### config.mk
export PLATFORM = sky130hd
export DESIGN_NAME = json_token_lexer_flat
export DESIGN_NICKNAME = d
export VERILOG_FILES = /design/src/design/jtl_pkg.sv /design/src/design/jtl_if.sv /design/src/design/jtl_lex_step.sv /design/src/design/jtl_result_queue.sv /design/src/design/json_token_lexer.sv /design/src/flat_wrapper.sv
export SDC_FILE = /design/constraint.sdc
export NUM_CORES = 1
export LEC_CHECK = 0
export BUFFER_PORTS_ARGS = -buffer_cell sky130_fd_sc_hd__clkbuf_2
export CAP_MARGIN = 20
export CORE_MARGIN = 3
export CORE_UTILIZATION = 55
export DETAILED_ROUTE_END_ITERATION = 8
export HOLD_SLACK_MARGIN = 0.12
export PLACE_DENSITY = 0.82
export RECOVER_POWER = 50
export SETUP_SLACK_MARGIN = 0.4
export SLEW_MARGIN = 20
export SYNTH_ARGS = -nofsm -noshare
export SYNTH_HDL_FRONTEND = slang
export SYNTH_HIERARCHICAL = 1
export SYNTH_SLANG_ARGS = --single-unit
### constraint.sdc
create_clock -name clock -period 12.8 [get_ports clock]
set_clock_uncertainty 0.15 [all_clocks]
set_input_delay 0.64 -clock clock [delete_from_list [all_inputs] [get_ports clock]]
set_output_delay 0.64 -clock clock [all_outputs]
set_load 0.03 [all_outputs]
### src/design/jtl_pkg.sv
`default_nettype none

package jtl_pkg;

   // result queue sizing
   localparam int MAX_RESULTS  = 3;
   localparam int QUEUE_DEPTH  = 4;
   localparam int COUNT_BITS   = 2;
   localparam int QCOUNT_BITS  = 3;
   localparam int QPTR_BITS    = 2;

   // lexer modes
   localparam logic [1:0] MODE_IDLE    = 2'd0;
   localparam logic [1:0] MODE_NUMBER  = 2'd1;
   localparam logic [1:0] MODE_STRING  = 2'd2;
   localparam logic [1:0] MODE_KEYWORD = 2'd3;

   // result kinds
   localparam logic [1:0] KIND_TOKEN = 2'd0;
   localparam logic [1:0] KIND_ERROR = 2'd1;
   localparam logic [1:0] KIND_DONE  = 2'd2;

   // token types
   localparam logic [3:0] TOK_LBRACE  = 4'd0;
   localparam logic [3:0] TOK_RBRACE  = 4'd1;
   localparam logic [3:0] TOK_LBRACK  = 4'd2;
   localparam logic [3:0] TOK_RBRACK  = 4'd3;
   localparam logic [3:0] TOK_INTEGER = 4'd4;
   localparam logic [3:0] TOK_REAL    = 4'd5;
   localparam logic [3:0] TOK_BOOLEAN = 4'd6;
   localparam logic [3:0] TOK_NULL    = 4'd7;
   localparam logic [3:0] TOK_STRING  = 4'd8;
   localparam logic [3:0] TOK_COLON   = 4'd9;
   localparam logic [3:0] TOK_COMMA   = 4'd10;
   localparam logic [3:0] TOK_NONE    = 4'd0;

   // error codes
   localparam logic [3:0] ERR_TWO_DOTS    = 4'd0;
   localparam logic [3:0] ERR_INNER_MINUS = 4'd1;
   localparam logic [3:0] ERR_BAD_NUMBER  = 4'd2;
   localparam logic [3:0] ERR_END_NUMBER  = 4'd3;
   localparam logic [3:0] ERR_END_KEYWORD = 4'd4;
   localparam logic [3:0] ERR_KW_MISMATCH = 4'd5;
   localparam logic [3:0] ERR_END_STRING  = 4'd6;
   localparam logic [3:0] ERR_STRAY       = 4'd7;
   localparam logic [3:0] ERR_TOO_LONG    = 4'd8;
   localparam logic [3:0] ERR_NONE        = 4'd0;

   // keyword selectors
   localparam logic [1:0] KW_TRUE  = 2'd0;
   localparam logic [1:0] KW_FALSE = 2'd1;
   localparam logic [1:0] KW_NULL  = 2'd2;

   // characters
   localparam logic [7:0] CHAR_LBRACE = 8'h7B;
   localparam logic [7:0] CHAR_RBRACE = 8'h7D;
   localparam logic [7:0] CHAR_LBRACK = 8'h5B;
   localparam logic [7:0] CHAR_RBRACK = 8'h5D;
   localparam logic [7:0] CHAR_COLON  = 8'h3A;
   localparam logic [7:0] CHAR_COMMA  = 8'h2C;
   localparam logic [7:0] CHAR_QUOTE  = 8'h22;
   localparam logic [7:0] CHAR_BSLASH = 8'h5C;
   localparam logic [7:0] CHAR_MINUS  = 8'h2D;
   localparam logic [7:0] CHAR_DOT    = 8'h2E;
   localparam logic [7:0] CHAR_SPACE  = 8'h20;
   localparam logic [7:0] CHAR_NL     = 8'h0A;
   localparam logic [7:0] CHAR_TAB    = 8'h09;
   localparam logic [7:0] CHAR_ZERO   = 8'd48;
   localparam logic [7:0] CHAR_COLONX = 8'd58;
   localparam logic [7:0] CHAR_T      = 8'h74;
   localparam logic [7:0] CHAR_F      = 8'h66;
   localparam logic [7:0] CHAR_N      = 8'h6E;

   typedef struct packed {
      logic [1:0]  result_kind;
      logic [3:0]  token_type;
      logic [15:0] start_position;
      logic [15:0] token_length;
      logic [3:0]  error_code;
      logic        last_of_run;
   } rsp_item_type;

   typedef struct packed {
      logic [COUNT_BITS-1:0]                  count;
      rsp_item_type [MAX_RESULTS-1:0]         items;
   } step_out_type;

   function automatic logic is_digit(input logic [7:0] b);
      return (b >= CHAR_ZERO) && (b < CHAR_COLONX);
   endfunction

   function automatic logic is_space(input logic [7:0] b);
      return (b == CHAR_SPACE) || (b == CHAR_NL) || (b == CHAR_TAB);
   endfunction

   // expected keyword byte at an offset of at most four
   function automatic logic [7:0] kw_char(input logic [1:0] sel, input logic [2:0] off);
      logic [7:0] c;
      c = 8'h00;
      case (sel)
         KW_TRUE: begin
            case (off)
               3'd0: c = 8'h74;
               3'd1: c = 8'h72;
               3'd2: c = 8'h75;
               3'd3: c = 8'h65;
               default: c = 8'h00;
            endcase
         end
         KW_FALSE: begin
            case (off)
               3'd0: c = 8'h66;
               3'd1: c = 8'h61;
               3'd2: c = 8'h6C;
               3'd3: c = 8'h73;
               default: c = 8'h65;
            endcase
         end
         default: begin
            case (off)
               3'd0: c = 8'h6E;
               3'd1: c = 8'h75;
               3'd2: c = 8'h6C;
               3'd3: c = 8'h6C;
               default: c = 8'h00;
            endcase
         end
      endcase
      return c;
   endfunction

   function automatic logic [2:0] kw_len(input logic [1:0] sel);
      return (sel == KW_FALSE) ? 3'd5 : 3'd4;
   endfunction

   function automatic logic [3:0] kw_type(input logic [1:0] sel);
      return (sel == KW_TRUE || sel == KW_FALSE) ? TOK_BOOLEAN : TOK_NULL;
   endfunction

endpackage

`default_nettype wire

### src/design/jtl_if.sv
`default_nettype none

interface jtl_req_if;
   logic       valid;
   logic       ready;
   logic [7:0] byte_value;
   logic       end_of_buffer;

   modport source (output valid, output byte_value, output end_of_buffer, input ready);
   modport sink   (input valid, input byte_value, input end_of_buffer, output ready);
endinterface

interface jtl_rsp_if;
   logic        valid;
   logic        ready;
   logic [1:0]  result_kind;
   logic [3:0]  token_type;
   logic [15:0] start_position;
   logic [15:0] token_length;
   logic [3:0]  error_code;
   logic        last_of_run;

   modport source (output valid, output result_kind, output token_type,
                   output start_position, output token_length, output error_code,
                   output last_of_run, input ready);
   modport sink   (input valid, input result_kind, input token_type,
                   input start_position, input token_length, input error_code,
                   input last_of_run, output ready);
endinterface

`default_nettype wire

### src/design/jtl_lex_step.sv
`default_nettype none

module jtl_lex_step #(
   parameter int POSITION_BITS = 16
) (
   input  wire logic                  clock,
   input  wire logic                  reset,
   input  wire logic                  fire,
   input  wire logic [7:0]            byte_value,
   input  wire logic                  end_of_buffer,
   output jtl_pkg::step_out_type      step_out
);
   import jtl_pkg::*;

   localparam logic [POSITION_BITS-1:0] POS_MAX = '1;

   // lexer state
   logic [1:0]               mode_ff, mode_in;
   logic [POSITION_BITS-1:0] pos_ff, pos_in;
   logic [POSITION_BITS-1:0] tstart_ff, tstart_in;
   logic                     seen_dot_ff, seen_dot_in;
   logic                     esc_ff, esc_in;
   logic [1:0]               ksel_ff, ksel_in;
   logic [2:0]               koff_ff, koff_in;
   logic                     kmis_ff, kmis_in;
   logic                     err_latched_ff, err_latched_in;

   logic [COUNT_BITS-1:0]          n;
   rsp_item_type [MAX_RESULTS-1:0] res;
   logic                           err;
   logic [2:0]                     off;
   logic [31:0]                    pos_w, tstart_w, diff_w;

   function automatic rsp_item_type mk(input logic [1:0] kind, input logic [3:0] ttype,
                                       input logic [31:0] start, input logic [31:0] len,
                                       input logic [3:0] code);
      rsp_item_type r;
      r.result_kind    = kind;
      r.token_type     = ttype;
      r.start_position = start[15:0];
      r.token_length   = len[15:0];
      r.error_code     = code;
      r.last_of_run    = 1'b0;
      return r;
   endfunction

   assign pos_w    = 32'(pos_ff);
   assign tstart_w = 32'(tstart_ff);
   assign diff_w   = 32'(pos_ff - tstart_ff);
   assign off      = (koff_ff > 3'd4) ? 3'd4 : koff_ff;

   // one byte of lexing
   always_comb begin
      mode_in        = mode_ff;
      tstart_in      = tstart_ff;
      seen_dot_in    = seen_dot_ff;
      esc_in         = esc_ff;
      ksel_in        = ksel_ff;
      koff_in        = koff_ff;
      kmis_in        = kmis_ff;
      err_latched_in = err_latched_ff;
      pos_in         = pos_ff + 1'b1;
      n              = '0;
      res            = '0;
      err            = 1'b0;

      if (!err_latched_ff) begin
         if (pos_ff == POS_MAX && !end_of_buffer) begin
            res[n] = mk(KIND_ERROR, TOK_NONE, pos_w, 32'd0, ERR_TOO_LONG);
            n = n + 1'b1;
            err = 1'b1;
         end else begin
            unique case (mode_ff)
               MODE_NUMBER: begin
                  if (byte_value == CHAR_DOT) begin
                     if (seen_dot_ff) begin
                        res[n] = mk(KIND_ERROR, TOK_NONE, pos_w, 32'd0, ERR_TWO_DOTS);
                        n = n + 1'b1;
                        err = 1'b1;
                     end else begin
                        seen_dot_in = 1'b1;
                     end
                  end else if (byte_value == CHAR_MINUS) begin
                     res[n] = mk(KIND_ERROR, TOK_NONE, pos_w, 32'd0, ERR_INNER_MINUS);
                     n = n + 1'b1;
                     err = 1'b1;
                  end else if (is_space(byte_value) || byte_value == CHAR_COMMA ||
                               byte_value == CHAR_RBRACK || byte_value == CHAR_RBRACE) begin
                     res[n] = mk(KIND_TOKEN, seen_dot_ff ? TOK_REAL : TOK_INTEGER,
                                 tstart_w, diff_w, ERR_NONE);
                     n = n + 1'b1;
                     mode_in = MODE_IDLE;
                     // the terminator's own token
                     if (byte_value == CHAR_COMMA) begin
                        res[n] = mk(KIND_TOKEN, TOK_COMMA, pos_w, 32'd1, ERR_NONE);
                        n = n + 1'b1;
                     end else if (byte_value == CHAR_RBRACK) begin
                        res[n] = mk(KIND_TOKEN, TOK_RBRACK, pos_w, 32'd1, ERR_NONE);
                        n = n + 1'b1;
                     end else if (byte_value == CHAR_RBRACE) begin
                        res[n] = mk(KIND_TOKEN, TOK_RBRACE, pos_w, 32'd1, ERR_NONE);
                        n = n + 1'b1;
                     end
                  end else if (!is_digit(byte_value)) begin
                     res[n] = mk(KIND_ERROR, TOK_NONE, pos_w, 32'd0, ERR_BAD_NUMBER);
                     n = n + 1'b1;
                     err = 1'b1;
                  end
               end
               MODE_STRING: begin
                  if (byte_value == CHAR_BSLASH) begin
                     esc_in = !esc_ff;
                  end else begin
                     if (byte_value == CHAR_QUOTE && !esc_ff) begin
                        res[n] = mk(KIND_TOKEN, TOK_STRING, tstart_w, diff_w + 32'd1, ERR_NONE);
                        n = n + 1'b1;
                        mode_in = MODE_IDLE;
                     end
                     esc_in = 1'b0;
                  end
               end
               MODE_KEYWORD: begin
                  if (byte_value != kw_char(ksel_ff, off)) begin
                     kmis_in = 1'b1;
                  end
                  if (off + 3'd1 >= kw_len(ksel_ff)) begin
                     if (kmis_in) begin
                        res[n] = mk(KIND_ERROR, TOK_NONE, tstart_w, 32'd0, ERR_KW_MISMATCH);
                        n = n + 1'b1;
                        err = 1'b1;
                     end else begin
                        res[n] = mk(KIND_TOKEN, kw_type(ksel_ff), tstart_w,
                                    32'(kw_len(ksel_ff)), ERR_NONE);
                        n = n + 1'b1;
                     end
                     mode_in = MODE_IDLE;
                  end else begin
                     koff_in = off + 3'd1;
                  end
               end
               MODE_IDLE: begin
                  case (byte_value) inside
                     CHAR_LBRACE: begin
                        res[n] = mk(KIND_TOKEN, TOK_LBRACE, pos_w, 32'd1, ERR_NONE);
                        n = n + 1'b1;
                     end
                     CHAR_RBRACE: begin
                        res[n] = mk(KIND_TOKEN, TOK_RBRACE, pos_w, 32'd1, ERR_NONE);
                        n = n + 1'b1;
                     end
                     CHAR_LBRACK: begin
                        res[n] = mk(KIND_TOKEN, TOK_LBRACK, pos_w, 32'd1, ERR_NONE);
                        n = n + 1'b1;
                     end
                     CHAR_RBRACK: begin
                        res[n] = mk(KIND_TOKEN, TOK_RBRACK, pos_w, 32'd1, ERR_NONE);
                        n = n + 1'b1;
                     end
                     CHAR_COLON: begin
                        res[n] = mk(KIND_TOKEN, TOK_COLON, pos_w, 32'd1, ERR_NONE);
                        n = n + 1'b1;
                     end
                     CHAR_COMMA: begin
                        res[n] = mk(KIND_TOKEN, TOK_COMMA, pos_w, 32'd1, ERR_NONE);
                        n = n + 1'b1;
                     end
                     CHAR_QUOTE: begin
                        mode_in   = MODE_STRING;
                        tstart_in = pos_ff;
                        esc_in    = 1'b0;
                     end
                     CHAR_T, CHAR_F, CHAR_N: begin
                        mode_in   = MODE_KEYWORD;
                        tstart_in = pos_ff;
                        ksel_in   = (byte_value == CHAR_T) ? KW_TRUE :
                                    (byte_value == CHAR_F) ? KW_FALSE : KW_NULL;
                        koff_in   = 3'd1;
                        kmis_in   = 1'b0;
                     end
                     default: begin
                        if (is_digit(byte_value) || byte_value == CHAR_MINUS) begin
                           mode_in     = MODE_NUMBER;
                           tstart_in   = pos_ff;
                           seen_dot_in = 1'b0;
                        end else if (!is_space(byte_value)) begin
                           res[n] = mk(KIND_ERROR, TOK_NONE, pos_w, 32'd0, ERR_STRAY);
                           n = n + 1'b1;
                           err = 1'b1;
                        end
                     end
                  endcase
               end
               default: begin
                  mode_in = MODE_IDLE;
               end
            endcase
         end

         // end of buffer inside a token, or a clean finish
         if (!err && end_of_buffer && mode_in != MODE_IDLE) begin
            res[n] = mk(KIND_ERROR, TOK_NONE, pos_w, 32'd0,
                        (mode_in == MODE_NUMBER) ? ERR_END_NUMBER :
                        (mode_in == MODE_STRING) ? ERR_END_STRING : ERR_END_KEYWORD);
            n = n + 1'b1;
            err = 1'b1;
         end
         if (!err && end_of_buffer) begin
            res[n] = mk(KIND_DONE, TOK_NONE, 32'd0, 32'd0, ERR_NONE);
            n = n + 1'b1;
         end
         if (n != '0) begin
            res[n - 1'b1].last_of_run = 1'b1;
         end
         if (err) begin
            err_latched_in = 1'b1;
         end
      end

      // every buffer restarts at position zero
      if (end_of_buffer) begin
         mode_in        = MODE_IDLE;
         pos_in         = '0;
         tstart_in      = '0;
         seen_dot_in    = 1'b0;
         esc_in         = 1'b0;
         ksel_in        = KW_TRUE;
         koff_in        = 3'd0;
         kmis_in        = 1'b0;
         err_latched_in = 1'b0;
      end
   end

   // state registers
   always_ff @(posedge clock) begin
      if (reset) begin
         mode_ff        <= MODE_IDLE;
         pos_ff         <= '0;
         tstart_ff      <= '0;
         seen_dot_ff    <= 1'b0;
         esc_ff         <= 1'b0;
         ksel_ff        <= KW_TRUE;
         koff_ff        <= 3'd0;
         kmis_ff        <= 1'b0;
         err_latched_ff <= 1'b0;
      end else if (fire) begin
         mode_ff        <= mode_in;
         pos_ff         <= pos_in;
         tstart_ff      <= tstart_in;
         seen_dot_ff    <= seen_dot_in;
         esc_ff         <= esc_in;
         ksel_ff        <= ksel_in;
         koff_ff        <= koff_in;
         kmis_ff        <= kmis_in;
         err_latched_ff <= err_latched_in;
      end
   end

   assign step_out.count = fire ? n : '0;
   assign step_out.items = res;

endmodule

`default_nettype wire

### src/design/jtl_result_queue.sv
`default_nettype none

module jtl_result_queue (
   input  wire logic                  clock,
   input  wire logic                  reset,
   input  wire jtl_pkg::step_out_type push,
   output logic                       has_room,
   output logic                       out_valid,
   input  wire logic                  out_ready,
   output jtl_pkg::rsp_item_type      out_item
);
   import jtl_pkg::*;

   rsp_item_type             entry_ff [QUEUE_DEPTH];
   logic [QPTR_BITS-1:0]     wr_ptr_ff, wr_ptr_in;
   logic [QPTR_BITS-1:0]     rd_ptr_ff, rd_ptr_in;
   logic [QCOUNT_BITS-1:0]   count_ff, count_in;
   logic                     pop;

   assign out_valid = (count_ff != '0);
   assign out_item  = entry_ff[rd_ptr_ff];
   assign pop       = out_valid && out_ready;
   assign has_room  = (count_ff <= QCOUNT_BITS'(QUEUE_DEPTH - MAX_RESULTS));

   // pointer and fill bookkeeping
   always_comb begin
      wr_ptr_in = wr_ptr_ff + QPTR_BITS'(push.count);
      rd_ptr_in = rd_ptr_ff + QPTR_BITS'(pop);
      count_in  = count_ff + QCOUNT_BITS'(push.count) - QCOUNT_BITS'(pop);
   end

   always_ff @(posedge clock) begin
      if (reset) begin
         wr_ptr_ff <= '0;
         rd_ptr_ff <= '0;
         count_ff  <= '0;
      end else begin
         wr_ptr_ff <= wr_ptr_in;
         rd_ptr_ff <= rd_ptr_in;
         count_ff  <= count_in;
      end
   end

   // up to three results written per cycle
   always_ff @(posedge clock) begin
      for (int i = 0; i < MAX_RESULTS; i++) begin
         if (COUNT_BITS'(i) < push.count) begin
            entry_ff[wr_ptr_ff + QPTR_BITS'(i)] <= push.items[i];
         end
      end
   end

endmodule

`default_nettype wire

### src/design/json_token_lexer.sv
// Streaming JSON lexer. Each request carries one buffer byte and an end-of-buffer
// flag; responses are tokens (type, start, length), one error per faulty buffer
// (after which the rest of that buffer is swallowed) or a done marker for a clean
// buffer, with last_of_run set on the final response that a byte causes. A byte
// is taken every cycle as long as each byte yields at most one response and the
// response port is not stalled; a byte that yields two or three responses (a
// number closed by a bracket or comma, followed by the end of the buffer) keeps
// the response port busy with them; bytes stall while the four-entry response
// queue behind a one-byte input register lacks room. A byte is held in the input
// register, and its responses in the queue. Positions count from zero within each
// buffer over POSITION_BITS bits and are reported in 16 bits.
`default_nettype none

module json_token_lexer #(
   parameter int POSITION_BITS = 16
) (
   input  wire logic   clock,
   input  wire logic   reset,
   jtl_req_if.sink     req_bus,
   jtl_rsp_if.source   rsp_bus
);
   import jtl_pkg::*;

   logic         stage_valid_ff, stage_valid_in;
   logic [7:0]   byte_ff;
   logic         eob_ff;
   logic         has_room;
   logic         advance;
   logic         take;
   step_out_type step_out;
   rsp_item_type head;

   // input register
   assign advance        = stage_valid_ff && has_room;
   assign req_bus.ready  = !stage_valid_ff || advance;
   assign take           = req_bus.valid && req_bus.ready;
   assign stage_valid_in = take || (stage_valid_ff && !advance);

   always_ff @(posedge clock) begin
      if (reset) begin
         stage_valid_ff <= 1'b0;
      end else begin
         stage_valid_ff <= stage_valid_in;
      end
   end

   always_ff @(posedge clock) begin
      if (take) begin
         byte_ff <= req_bus.byte_value;
         eob_ff  <= req_bus.end_of_buffer;
      end
   end

   jtl_lex_step #(
      .POSITION_BITS (POSITION_BITS)
   ) u_step (
      .clock         (clock),
      .reset         (reset),
      .fire          (advance),
      .byte_value    (byte_ff),
      .end_of_buffer (eob_ff),
      .step_out      (step_out)
   );

   jtl_result_queue u_queue (
      .clock     (clock),
      .reset     (reset),
      .push      (step_out),
      .has_room  (has_room),
      .out_valid (rsp_bus.valid),
      .out_ready (rsp_bus.ready),
      .out_item  (head)
   );

   // response payload
   assign rsp_bus.result_kind    = head.result_kind;
   assign rsp_bus.token_type     = head.token_type;
   assign rsp_bus.start_position = head.start_position;
   assign rsp_bus.token_length   = head.token_length;
   assign rsp_bus.error_code     = head.error_code;
   assign rsp_bus.last_of_run    = head.last_of_run;

endmodule

`default_nettype wire

### src/flat_wrapper.sv
// flat-port wrapper written by rule: the top's interface ports become plain ports
module json_token_lexer_flat import jtl_pkg::*;
#(
   parameter int POSITION_BITS = 16
)
  (clock, reset, req_bus_valid, req_bus_byte_value, req_bus_end_of_buffer, req_bus_ready, rsp_bus_valid, rsp_bus_result_kind, rsp_bus_token_type, rsp_bus_start_position, rsp_bus_token_length, rsp_bus_error_code, rsp_bus_last_of_run, rsp_bus_ready);
  jtl_req_if req_bus_i ();
  jtl_rsp_if rsp_bus_i ();
  input  wire logic clock;
  input  wire logic reset;
  input wire logic [$bits(req_bus_i.valid)-1:0] req_bus_valid;
  input wire logic [$bits(req_bus_i.byte_value)-1:0] req_bus_byte_value;
  input wire logic [$bits(req_bus_i.end_of_buffer)-1:0] req_bus_end_of_buffer;
  output wire logic [$bits(req_bus_i.ready)-1:0] req_bus_ready;
  output wire logic [$bits(rsp_bus_i.valid)-1:0] rsp_bus_valid;
  output wire logic [$bits(rsp_bus_i.result_kind)-1:0] rsp_bus_result_kind;
  output wire logic [$bits(rsp_bus_i.token_type)-1:0] rsp_bus_token_type;
  output wire logic [$bits(rsp_bus_i.start_position)-1:0] rsp_bus_start_position;
  output wire logic [$bits(rsp_bus_i.token_length)-1:0] rsp_bus_token_length;
  output wire logic [$bits(rsp_bus_i.error_code)-1:0] rsp_bus_error_code;
  output wire logic [$bits(rsp_bus_i.last_of_run)-1:0] rsp_bus_last_of_run;
  input wire logic [$bits(rsp_bus_i.ready)-1:0] rsp_bus_ready;
  assign req_bus_i.valid = req_bus_valid;
  assign req_bus_i.byte_value = req_bus_byte_value;
  assign req_bus_i.end_of_buffer = req_bus_end_of_buffer;
  assign req_bus_ready = req_bus_i.ready;
  assign rsp_bus_valid = rsp_bus_i.valid;
  assign rsp_bus_result_kind = rsp_bus_i.result_kind;
  assign rsp_bus_token_type = rsp_bus_i.token_type;
  assign rsp_bus_start_position = rsp_bus_i.start_position;
  assign rsp_bus_token_length = rsp_bus_i.token_length;
  assign rsp_bus_error_code = rsp_bus_i.error_code;
  assign rsp_bus_last_of_run = rsp_bus_i.last_of_run;
  assign rsp_bus_i.ready = rsp_bus_ready;
  json_token_lexer #(.POSITION_BITS(POSITION_BITS)) u_core (.clock(clock), .reset(reset), .req_bus(req_bus_i), .rsp_bus(rsp_bus_i));
endmodule
==> impl_results.md, run 1 <==
* Status: complete, but fails checks
* Violations in the final reports: capacitance limit, slew limit
* Area grow syn2layout at 5.82%
* Delay-heaviest family, CP: buffers and inverters
* Final setup violation count at 0
* DRT Wirelength at about 46,000 um
* Slowest-stage cell, CP: clkbuf_1
* Total track usage at 0.290
* Clk buf depth at 3
* Crit path launch: u_core/byte_ff[4]$_DFFE_PP_
* Initial DRC count at roughly 1,800
* Root buf cell: clkbuf_16
* DRC violations left at 0
* Number of synthesized flops with an enable pin at about 180
* RSZ-0062 raised after global routing: false
* Yosys reg bits at 232
* Top post-synthesis cells by area: edfxtp_1 34%, nand2_1 9.8%, a31oi_1 7.1%
* Final instance area at roughly 17,000 um2
* DR vias at 14,300
* Crit path buf inv count at 3
* Pre-antenna DRT Iters at 8
* Die X at roughly 180 um
* Largest net degree at the start of global routing at 87
* Grt ovf at 0
* Final period utilization at 0.707
* Peak VDD IR at between 0.09 and 0.1 mV
* Row Count at 61
* Worst Path Arrival at approximately 9.0 ns
* First-pass GRT wire length at roughly 72,000 um
* Routed Antenna Nets at 0
* Port-buffer cells at 57
* Crit path kind: reg2reg
* Depth of the most critical reg-to-reg path at 20
* Max incr delay on CP at ~2.2 ns
* Fill cell count at 2,410
* Reg2Reg Launch Point: u_core/byte_ff[4]$_DFFE_PP_
* GPL Wtd Cong at around 0.95
* Footprint of the multi-input gates at ~8500 um2
* Crit Path Max Fanout at 43
* CTS tree: yes
* Post-synth ARST share at 0
* Cell count after synthesis at roughly 1,800
* Slew @ Worst Pin at about 3.2 ns
* WHS at between 0.1 and 0.15 ns
* Reg2reg setup slack at between 3 and 4 ns
* Synth top area share at 0.343
* Post-synthesis sequential area ratio at 0.407
* Worst-Skew Late Latency at 0.54 ns
* WHS Endpoint: u_core/byte_ff[2]$_DFFE_PP_
* Power Dens Cells at roughly 130 nW/um2
* Top FF cell, synth: edfxtp_1
* DP Area at roughly 16,000 um2
* Fmax at 0.111 GHz
* Hold_sp: req_bus_byte_value[2]
* TritonCTS Sinks at roughly 230
* Worst path required time at 12.72 ns
* WL per Instance at around 21 um
* Post-cts repair resize count at 0
* Dpl ws at 6.60 ns
* Crit path cell chain: or4b_2 -> a2111oi_0 -> a211oi_1 -> nor2b_1 -> a21oi_1 -> o21ai_0 -> a21oi_1 -> inv_1 -> ha_1 -> nand2b_1 -> o31a_1 -> ha_1 -> nand2_1 -> and3_1 -> o21ai_0 -> nor2_1 -> clkbuf_1 -> nand3_1 -> o21ai_4 -> clkbuf_1
* Full die area at between 30,000 and 40,000 um2
* Setup bufs post-CTS at 0
* Final hold violations at 0
* Final setup margin at 3.75 ns
* Nets at between 1,500 and 2,000
* PnR Total Power at roughly 2.1 mW
* Synthesized cell area at 15,900 um2
* Count leader, synth: nand2_1
* Unique masters post-synth at 86
* I/O Pins at 58
* Leak at approximately 5.9 nW
* Share of layout cells above drive strength 1 at 0.0745
* Number of buffers created by CTS at 26
* Synth top cells by count: 412 x nand2_1, 284 x nor2_1, 181 x edfxtp_1
* R2R Path End: u_core/u_queue/entry_ff[1][19]$_DFFE_PP_
* Cts hold-fix bufs at 0
* Starting Density at 0.565
* Hold Crit Class: in2reg
* Vias in the first global route at 13,800
* Cell taking the most area after synthesis: edfxtp_1
* Reg clk slew, reported paths at about 0.060 ns
* Slew Limit Fails at 210
* Synth warn at 6
* DP HPWL at 28,700 um
* Crit start category: flip-flop
* CP Capture Type: flip-flop
* Ant. Diodes at 0
* Hold Path Cell Cnt at 1
* Initial antenna violation count at 0
* Fin util at 0.598
* Min Tclk post-route at 9.05 ns
* Avg Cell Area, Syn at between 8 and 9 um2
* Placed cell count at 2,172
* Register area at between 6000 and 7000 um2
* Core region area at roughly 28,000 um2
* Htree depth at 1
* Fin Setup TNS at 0 ns
* Vias per inst at between 6 and 7
* MaxCap Viol Count at 5
* Die height at roughly 180 um
* Post-route non-filler standard cell count at between 2,000 and 2,500
* Max-slew headroom at -1.13
## power breakdown
| part | internal [mW] | total (mW) | leakage, nW | switching (mW) |
|---|---|---|---|---|
| Clock | 0.404 | 0.702 | 0.385 | 0.298 |
| Combinational | 0.184 | 0.511 | 3.46 | 0.327 |
| Sequential | 0.863 | 0.933 | 2.06 | 0.0696 |
| Total | 1.45 | 2.15 | 5.91 | 0.694 |
## routing by layer
| metal | GRT usage | vias to the layer above | wire length (um) | part of all wire |
|---|---|---|---|---|
| li1 | - | 6488 | - | - |
| met2 | 0.479 | 925 | 21500 | 0.47 |
| met5 | 0 | - | 0 | 0 |
| met4 | 0.141 | 0 | 2310 | 0.050 |
| met3 | 0.0558 | 209 | 5160 | 0.11 |
| met1 | 0.369 | 6642 | 17000 | 0.37 |
## cell type report
| cell class | instances | share of cell area |
|---|---|---|
| clock buffers | 35 | 0.0420 |
| well taps | 378 | 0.0282 |
| repair buffers | 82 | 0.0233 |
| flip-flops and latches | 232 | 0.385 |
| clock inverters | 11 | 0.00492 |
| inverters | 41 | 0.00917 |
| multi-input cells | 1439 | 0.508 |
## how the worst max path moves through the flow
| stage | to | slack, ns | depth (start not counted) |
|---|---|---|---|
| 4_1_cts | u_core/u_queue/entry_ff[1][20]$_DFFE_PP_ | 6.57 | 21 |
| 3_5_place_dp | u_core/u_queue/entry_ff[2][35]$_DFFE_PP_ | 6.60 | 20 |
| 2_1_floorplan | u_core/u_queue/entry_ff[2][0]$_DFFE_PP_ | 4.83 | 23 |
| 6_report | u_core/u_queue/entry_ff[1][19]$_DFFE_PP_ | 3.75 | 20 |
| 3_3_place_gp | u_core/u_queue/entry_ff[2][24]$_DFFE_PP_ | 6.84 | 20 |
| 5_1_grt | u_core/u_queue/entry_ff[1][19]$_DFFE_PP_ | 3.08 | 20 |
## layout by cell type, fill, tap and decap left out, drive strengths merged, types with 19 or more instances in the layout
master    n
edfxtp  181
a22oi    28
xor2     23
mux4     43
dfxtp    51
nor3     25
o21ai    28
nand2   412
ha       32
nand3b   21
nand3    26
a21oi    56
inv      42
conb     38
and2     41
nor2    285
a31oi   180
buf      19
clkbuf   98
## state kept, by name, indices dropped and copies added, names as in the netlist
signal	count
u_core/u_queue/entry_ff	172
u_core/byte_ff	8
u_core/eob_ff	1
u_core/u_step/seen_dot_ff	1
u_core/u_step/pos_ff	16
u_core/u_step/esc_ff	1
u_core/u_queue/rd_ptr_ff	2
u_core/u_queue/wr_ptr_ff	2
u_core/u_step/ksel_ff	2
u_core/u_step/koff_ff	3
u_core/u_step/kmis_ff	1
u_core/u_step/mode_ff	2
u_core/stage_valid_ff	1
u_core/u_step/err_latched_ff	1
u_core/u_queue/count_ff	3
u_core/u_step/tstart_ff	16
## kinds of logic (layout without fill, tap and decap cells)
logic type / after synthesis / after routing / share of synthesized area
AOI/OAI and AO/OA: 365 / 365 / 0.151
xor gates and xnor gates: 41 / 41 / 0.0226
adders and majority gates: 34 / 34 / 0.0278
buffers and inverters: 212 / 169 / 0.0687
DFF: 232 / 232 / 0.407
muxes: 49 / 49 / 0.0651
other: 1 / 38 / 0.000236
and+or+nand+nor: 912 / 912 / 0.257
Power figures use the tool's default switching activity.
==> run 2: changes to the inputs <==
clock period = 9.1 ns   (was 12.8 ns; I/O delays follow)
==> run 2 against run 1 <==
  * The run still ends with capacitance limit, slew limit left
  * Highest routed layer unchanged
  * Sequential power up 40%
  * Largest cell class unchanged
  * Register-to-register slack worse by 2.0 ns
  * Via count about the same
==> impl_results.md, run 2 (synthesis gave the netlist of run 1 again) <==
* Nets at 1,878 (+0.48%)
* Power Dens Cells at 180 nW/um2 (+40%)
* WHS at 0.193 ns (+0.0546 ns)
* Slew Limit Fails at 46 (-78%)
* Commonest non-fill, non-tap cells in the layout: 412 x nand2_1, 283 x nor2_1, 181 x edfxtp_1
* Area grow syn2layout at 6.63%
* Max incr delay on CP at 1.06 ns (-1.17 ns)
* Final setup violation count at 0 (unchanged)
* DRT Wirelength at 45,500 um (-0.97%)
* Slew @ Worst Pin at 3.24 ns (+0.0415 ns)
* Hold Crit Class: in2reg
* GPL Wtd Cong at 0.944 (-1.0%)
* Slowest-stage cell, CP: clkbuf_2
* Port-buffer cells at 57 (unchanged)
* TritonCTS Sinks at 232 (unchanged)
* Vias in the first global route at 13,500 (-2.7%)
* Reg clk slew, reported paths at 0.06 ns (about the same)
* Reg2reg setup slack at 1.73 ns (-2.02 ns)
* Initial DRC count at 1,947 (+8.5%)
* DR vias at 14,300 (+0.042%)
* Pre-antenna DRT Iters at 6 (-2)
* Fin Setup TNS at 0 ns (unchanged)
* Die X at 176 um (unchanged)
* Crit path kind: reg2reg
* Vias per inst at 6.40 (-0.41%)
* Core region area at 28,100 um2 (unchanged)
* MaxCap Viol Count at 1 (-4)
* Worst path required time at 9.08 ns (-3.64 ns)
* Max-slew headroom at -1.16 (-0.0276)
* Routed Antenna Nets at 0 (unchanged)
* I/O Pins at 58 (unchanged)
* Grt ovf at 0 (unchanged)
* Worst-Skew Late Latency at 0.53 ns (about the same)
* CTS tree: yes
* Total track usage at 0.285 (-0.00576)
* Share of layout cells above drive strength 1 at 0.0768 (+0.00230)
* Die height at 176 um (unchanged)
* Ant. Diodes at 0 (unchanged)
* Starting Density at 0.565 (unchanged)
* Min Tclk post-route at 7.37 ns (-1.68 ns)
* Worst Path Arrival at 7.35 ns (-1.62 ns)
* Root buf cell: clkbuf_16
* Full die area at 30,900 um2 (unchanged)
* Crit path cell chain: or4b_2 -> a2111oi_0 -> a211oi_1 -> nor2b_1 -> a21oi_1 -> o21ai_0 -> a21oi_1 -> inv_1 -> ha_1 -> nand2b_1 -> o31a_1 -> ha_1 -> nand2_1 -> and3_1 -> o21ai_0 -> nor2_1 -> buf_4 -> o21a_1 -> nor2_1 -> a211oi_4 -> clkbuf_2
* RSZ-0062 raised after global routing: false
* DRC violations left at 0 (unchanged)
* Peak VDD IR at 0.136 mV (+37%)
* Crit start category: flip-flop
* WL per Instance at 20.4 um (-1.4%)
* Max reg flops at 172 (unchanged)
* CP Capture Type: flip-flop
* Setup bufs post-CTS at 0 (unchanged)
* Largest net degree at the start of global routing at 87 (unchanged)
* Clk buf depth at 3 (unchanged)
* Commonest non-fill, non-tap cell in the layout: nand2_1
* Fmax at 0.136 GHz (+23%)
* Number of buffers created by CTS at 25 (-3.8%)
* Status: complete, but fails checks
* Post-cts repair resize count at 0 (unchanged)
* Crit Path Max Fanout at 43 (unchanged)
* Final hold violations at 0 (unchanged)
* Htree depth at 1 (unchanged)
* Largest register by flop count: u_core/u_queue/entry_ff
* Leak at 5.97 nW (+0.95%)
* Initial antenna violation count at 0 (unchanged)
* Row Count at 61 (unchanged)
* Regs by FF count: u_core/u_queue/entry_ff: 172 flops, u_core/u_step/pos_ff: 16 flops, u_core/u_step/tstart_ff: 16 flops
* First-pass GRT wire length at 70,900 um (-2.0%)
* DP HPWL at 28,900 um (+0.59%)
* Final period utilization at 0.810 (+0.103)
* Violations in the final reports: capacitance limit, slew limit
==> run 2: power by group <==
| group | switching, mW | internal (mW) |
|---|---|---|
| registers | 0.0984 | 1.21 |
| clock network | 0.415 | 0.592 |
| logic | 0.457 | 0.261 |
| total | 0.970 | 2.07 |
==> run 2: final timing paths <==
path | end | cells past startpoint | startpoint
setup / recovery | u_core/u_queue/entry_ff[2][35]$_DFFE_PP_ | 21 | u_core/byte_ff[4]$_DFFE_PP_
hold / removal | u_core/u_queue/rd_ptr_ff[0]$_SDFF_PP0_ | 4 | rsp_bus_ready
setup reg to reg | u_core/u_queue/entry_ff[2][35]$_DFFE_PP_ | 21 | u_core/byte_ff[4]$_DFFE_PP_
hold reg to reg | u_core/u_step/koff_ff[0]$_SDFFE_PP0P_ | 2 | u_core/u_step/koff_ff[0]$_SDFFE_PP0P_
==> run 2: routing by layer <==
metal | vias to the layer above | wire, um | GRT usage
li1 | 6503 | - | -
met2 | 986 | 21100 | 0.466
met3 | 174 | 5260 | 0.0532
met1 | 6607 | 17300 | 0.375
met5 | - | 0 | 0
met4 | 0 | 1740 | 0.114
==> run 2: what timing repair did <==
item | CTS | global route
endpoints found under the hold margin | 10 | 0
hold buffers | 10 | 0
setup endpoints to repair | 0 | 0
==> run 2: metrics by stage <==
step           utilization  setup WS [ns]  cells  total power, mW  instance area, um2
4_1_cts              0.606           2.80   2227             3.06               17000
6_report             0.602           1.73   2228             3.04               16900
5_1_grt              0.602           1.18   2228             3.14               16900
2_1_floorplan            -           1.13   1883             1.88               16000
3_5_place_dp         0.574           2.86   2171             2.06               16100
3_3_place_gp         0.574           3.01   2171             2.05               16100
==> run 2: final cells by class <==
cell class / instances / area, um2
Sequential cell: 232 / 6460
Clock inverter: 9 / 104
Clock buffer: 37 / 702
Inverter: 41 / 154
Multi-Input combinational cell: 1439 / 8520
Fill cell: 2405 / 11200
Tap cell: 378 / 473
Timing Repair Buffer: 92 / 498
==> run 2: critical path: cells and delay by family, from the launching register on <==
kind,cells,cell delay (ns)
buffers and inverters,3,1.43
AO/OA/AOI/OAI,9,2.50
flip-flops,1,0.61
AND/OR/NAND/NOR,7,1.65
adder cells (fa/ha/maj),2,0.56
